===== src/design/cpl_pkg.sv =====
// Shared widths, register indexes and constants of the chassis power limiter.
`default_nettype none

package cpl_pkg;

    // Field widths of a request and of a result.
    localparam int CMD_W   = 16;   // one motor current command
    localparam int BUF_W   = 8;    // buffer energy and its threshold
    localparam int PWR_W   = 12;   // power in whole watts
    localparam int EST_W   = 19;   // power estimate in 1/256 W

    // Internal arithmetic widths.
    localparam int MAG_W   = 18;   // magnitude of the sum of four commands
    localparam int EST2_W  = 21;   // estimate in 1/512 W and permitted power in 1/512 W
    localparam int PROD_W  = CMD_W + PWR_W;     // |command| * permitted watts
    localparam int P2_SH   = 9;                 // watts to 1/512 W
    localparam int NUM_W   = PROD_W + P2_SH;    // dividend of the scaling
    localparam int QUO_W   = 16;                // scaled command magnitude
    localparam int LANES   = 4;

    localparam int S_TDATA_W = LANES * CMD_W + BUF_W;
    localparam int M_TDATA_W = LANES * CMD_W + EST_W + PWR_W + 1;

    localparam logic [EST_W-1:0] EST_MAX = '1;

    // Configuration port.
    localparam int CFG_ADDR_W = 1;
    localparam int CFG_DATA_W = PWR_W;
    localparam logic [CFG_ADDR_W-1:0] REG_BUFFER_THRESHOLD = 1'd0;
    localparam logic [CFG_ADDR_W-1:0] REG_MAX_POWER_WATTS  = 1'd1;

    localparam logic [BUF_W-1:0] BUFFER_THRESHOLD_RESET = 8'd5;
    localparam logic [PWR_W-1:0] MAX_POWER_WATTS_RESET  = 12'd80;

endpackage

`default_nettype wire


===== src/design/cpl_divider.sv =====
// Pipelined restoring divider, one quotient bit per stage, for one command lane.
`default_nettype none

module cpl_divider (
    input  wire logic                        aclk,
    input  wire logic                        en,
    input  wire logic [cpl_pkg::NUM_W-1:0]   numer,
    input  wire logic [cpl_pkg::EST2_W-1:0]  denom,
    output logic      [cpl_pkg::QUO_W-1:0]   quot
);
    import cpl_pkg::*;

    // The caller guarantees numer < denom * 2**QUO_W whenever the quotient is used,
    // so the upper part of the dividend already starts below the divisor.
    logic [EST2_W-1:0] rem_reg [1:QUO_W];
    logic [EST2_W-1:0] den_reg [1:QUO_W];
    logic [QUO_W-1:0]  low_reg [1:QUO_W];
    logic [QUO_W-1:0]  quo_reg [1:QUO_W];

    genvar k;
    generate
        for (k = 0; k < QUO_W; k++) begin : g_stage
            logic [EST2_W-1:0] cur_rem;
            logic [EST2_W-1:0] cur_den;
            logic [QUO_W-1:0]  cur_low;
            logic [QUO_W-1:0]  cur_quo;
            logic [EST2_W:0]   trial;
            logic              take;
            logic [EST2_W:0]   diff;
            logic [QUO_W-1:0]  quo_next;

            if (k == 0) begin : g_first
                assign cur_rem = numer[NUM_W-1:QUO_W];
                assign cur_den = denom;
                assign cur_low = numer[QUO_W-1:0];
                assign cur_quo = '0;
            end else begin : g_rest
                assign cur_rem = rem_reg[k];
                assign cur_den = den_reg[k];
                assign cur_low = low_reg[k];
                assign cur_quo = quo_reg[k];
            end

            assign trial = {cur_rem, cur_low[QUO_W-1-k]};
            assign take  = (trial >= {1'b0, cur_den});
            assign diff  = trial - {1'b0, cur_den};

            always_comb begin
                quo_next = cur_quo;
                quo_next[QUO_W-1-k] = take;
            end

            always_ff @(posedge aclk) begin
                if (en) begin
                    rem_reg[k+1] <= take ? diff[EST2_W-1:0] : trial[EST2_W-1:0];
                    den_reg[k+1] <= cur_den;
                    low_reg[k+1] <= cur_low;
                    quo_reg[k+1] <= quo_next;
                end
            end
        end
    endgenerate

    assign quot = quo_reg[QUO_W];

endmodule

`default_nettype wire


===== config.mk =====
export PLATFORM = sky130hd
export DESIGN_NAME = cpl_divider
export DESIGN_NICKNAME = d
export VERILOG_FILES = /design/src/design/cpl_pkg.sv /design/src/design/cpl_divider.sv
export SDC_FILE = /design/constraint.sdc
export NUM_CORES = 2
export LEC_CHECK = 0
export ABC_AREA = 1
export BUFFER_PORTS_ARGS = -buffer_cell sky130_fd_sc_hd__buf_2
export CAP_MARGIN = 15
export CORE_ASPECT_RATIO = 0.75
export CORE_MARGIN = 10
export CORE_UTILIZATION = 47
export CTS_BUF_LIST = sky130_fd_sc_hd__clkbuf_8 sky130_fd_sc_hd__clkbuf_16
export CTS_CLUSTER_SIZE = 30
export DETAILED_ROUTE_END_ITERATION = 6
export GPL_ROUTABILITY_DRIVEN = 0
export PLACE_DENSITY = 0.61
export SYNTH_ARGS = -nofsm -noshare
export SYNTH_HDL_FRONTEND = slang
export SYNTH_SLANG_ARGS = --single-unit

===== constraint.sdc =====
create_clock -name aclk -period 2.5 [get_ports aclk]
set_input_delay 0.25 -clock aclk [delete_from_list [all_inputs] [get_ports aclk]]
set_output_delay 0.25 -clock aclk [all_outputs]
set_load 0.005 [all_outputs]

==> flow_summary_export.csv <==
group,metric,value,unit
pwr,vdd_drop_max,0.6395,mV
clock_tree,clk_latency,0.72,ns
final_layout,area_delta_synth_final,14.48,%
placement,hpwl,113100,um
setup_path,crit_type,"reg -> reg",
pwr,p_leak,30.22,nW
sta,finalHoldViolations,0,
pwr,cellPowerDensity,1182,nW/um2
clock_tree,clockRootBuffer,"clkbuf_16",
synth,yosysUniqueCellTypes,32,
global_routing,met1_usage,0.3515,
sta,drv_slew,0,
drt,wl_per_cell,17.10,um
sta,maxSlewHeadroom,0.4830,
synth,ys_ff_latch,886,
sta,clock.fmax,0.4116,GHz
synth,syn_area_per_cell,8.240,um2
sta,worstMarginPinSlew,0.7696,ns
final_layout,final_common_cell,"nand2_1",
global_routing,grt_pass1_vias,39808,
sta,fin_crit_sh,0.9718,
clock_tree,cts_buffer_depth,3,
die,start_util,0.4740,
sta,setup_violations,0,
global_routing,grt.met2_usage,0.3035,
sta,period_needed,2.430,ns
synth,yosysWarningCount,0,
final_layout,antennaDiodeCount,0,
final_layout,fillers,10441,
global_routing,antenna_found_initial,1,
die,rows,107,
drt,ant_nets,0,
drt,dr.pass1.iters,6,
flow_run,max_cap_viol_count,0,
global_routing,grt_pass1_wl,225300,um
sta,whs,0.2440,ns
global_routing,busiest_layer,"met1",
global_routing,grt_usage,0.2195,
final_layout,post-route-util,0.5427,
drt,drc,0,
drt,route.final.wire_length,145200,um
sta,fin_skew,0.02707,ns
drt,drt_iter0_drc,4892,
synth,ys_seq_area_frac,0.4938,
global_routing,gr-total-overflow,0,
final_layout,layout_common_cells,"nand2_1, inv_1, edfxtp_1",
die,core,113700,um2
synth,postSynthCellCount,6539,
die,pin_count,76,
setup_path,start_kind,"register",
setup_path,crit_fanout,12,
placement,numPortBuffers,75,
clock_tree,cts_made_buffers,94,
clock_tree,cts-htree-levels,3,
die,die_w,411.0,um
final_layout,nets,7300,
setup_path,worstSetupEndpointType,"register",
drt,vias_per_cell,5.087,
die,fp.dieH,313.2,um
clock_tree,cts_tree,"done",
final_layout,drive_gt1_frac,0.08810,
setup_path,required,2.96,ns
die,dieArea,128700,um2
clock_tree,cts_sinks,886,
clock_tree,path_clk_slew,0.06,ns
setup_path,critPathArrivalTime,2.89,ns
worst_hold_path,hp-class,"in -> reg",
global_routing,met3_usage,0.04396,
global_routing,grt_max_degree,98,
synth,synth_area,53880,um2
drt,vias,43218,
run_status,status,"complete, no violations",
synth,synth_fp_nets,6950,
cell type report:
cell class              count  area (um2)  share of cell area
clock buffers              94        2352             0.03813
clock inverters            82       965.9             0.01566
inverters                1147        4338             0.07032
multi-input cells        4447       22710              0.3682
flip-flops and latches    886       26610              0.4313
well taps                1526        1909             0.03095
repair buffers            313        2801             0.04541
where the power goes:
| group | total [mW] | switching, mW | internal, mW |
|---|---|---|---|
| Combinational | 34.1 | 21.9 | 12.2 |
| Sequential | 23.7 | 2.45 | 21.2 |
| Clock | 15.1 | 6.24 | 8.89 |
| Total | 72.9 | 30.6 | 42.3 |
worst paths after layout:
| kind | start | endpoint | slack [ns] | cells after the start |
|---|---|---|---|---|
| worst max-delay path | den_reg[0][147]$_DFFE_PP_ | rem_reg[0][171]$_DFFE_PP_ | 0.07 | 14 |
| worst min-delay path | numer[7] | low_reg[0][23]$_DFFE_PP_ | 0.24 | 2 |
| worst max register to register | den_reg[0][147]$_DFFE_PP_ | rem_reg[0][171]$_DFFE_PP_ | 0.07 | 14 |
| worst min register to register | quo_reg[0][154]$_DFFE_PP_ | quo_reg[0][170]$_DFFE_PP_ | 0.40 | 0 |
worst max-delay path: stages (launching register included):
cell and delay [ns]:
edfxtp_1 0.49, ha_4 0.20, inv_2 0.06, fa_2 0.35, nand2_1 0.09, nand2_1 0.07, nand3_1 0.07, nand2_1 0.10
nand2_2 0.11, nand2_2 0.08, nand2_4 0.11, buf_4 0.14, nand2_4 0.11, nand2_1 0.12, nand2_1 0.07
cell families (layout without fill, tap and decap cells):
| group | after synthesis | in the layout | synth area share |
|---|---|---|---|
| and+or+nand+nor | 3657 | 3659 | 0.2802 |
| buffers and inverters | 1208 | 1636 | 0.09098 |
| DFF | 886 | 886 | 0.4938 |
| adders and majority gates | 351 | 351 | 0.08360 |
| AOI/OAI and AO/OA | 312 | 312 | 0.03116 |
| xor gates and xnor gates | 125 | 125 | 0.02032 |
cell usage after synthesis (all sizes together):
cell | n | area share
xor2 | 104 | 0.017
xnor2 | 21 | 0.0034
a21oi | 219 | 0.020
nand4 | 48 | 0.0057
o21a | 14 | 0.0020
inv | 1147 | 0.080
fa | 15 | 0.0056
o21bai | 33 | 0.0046
buf | 61 | 0.011
ha | 336 | 0.078
and3b | 1 | 0.00016
and3 | 15 | 0.0017
nand3 | 366 | 0.034
nor2 | 444 | 0.032
and2 | 15 | 0.0017
nand3b | 74 | 0.010
or2 | 30 | 0.0035
o21ai | 46 | 0.0043
nand2 | 2595 | 0.18
nor4 | 4 | 0.00046
nor3 | 65 | 0.0073
edfxtp | 886 | 0.49
per-layer routing:
metal	vias up	part of all wire
li1	21560	-
met1	19843	0.50
met2	1665	0.40
met3	150	0.094
met4	0	0.015
met5	-	0
stage by stage:
step	cell area [um2]	power, mW	instances	setup TNS, ns	worst slack [ns]
5_1_grt	61690	78.47	8495	-0.2217	-0.03490
6_report	61690	72.93	8495	0	0.07047
4_1_cts	61010	71.70	8473	-0.1428	-0.05011
3_3_place_gp	57060	55.73	8236	-5.241	-0.2615
2_1_floorplan	53880	46.49	6539	0	0.3936
3_5_place_dp	57060	56.09	8236	-6.107	-0.2934
what timing repair did:
| action | 4_1_cts | 5_1_grt |
|---|---|---|
| gates cloned | 0 | 9 |
| endpoints found under the setup margin | 68 | 303 |
| hold endpoints to repair | 74 | 0 |
| setup buffers | 3 | 13 |
| pin swaps | 0 | 14 |
| hold buffers | 58 | 0 |
| gates resized for setup | 8 | 128 |
No activity file was read; power rests on OpenSTA's default activity.
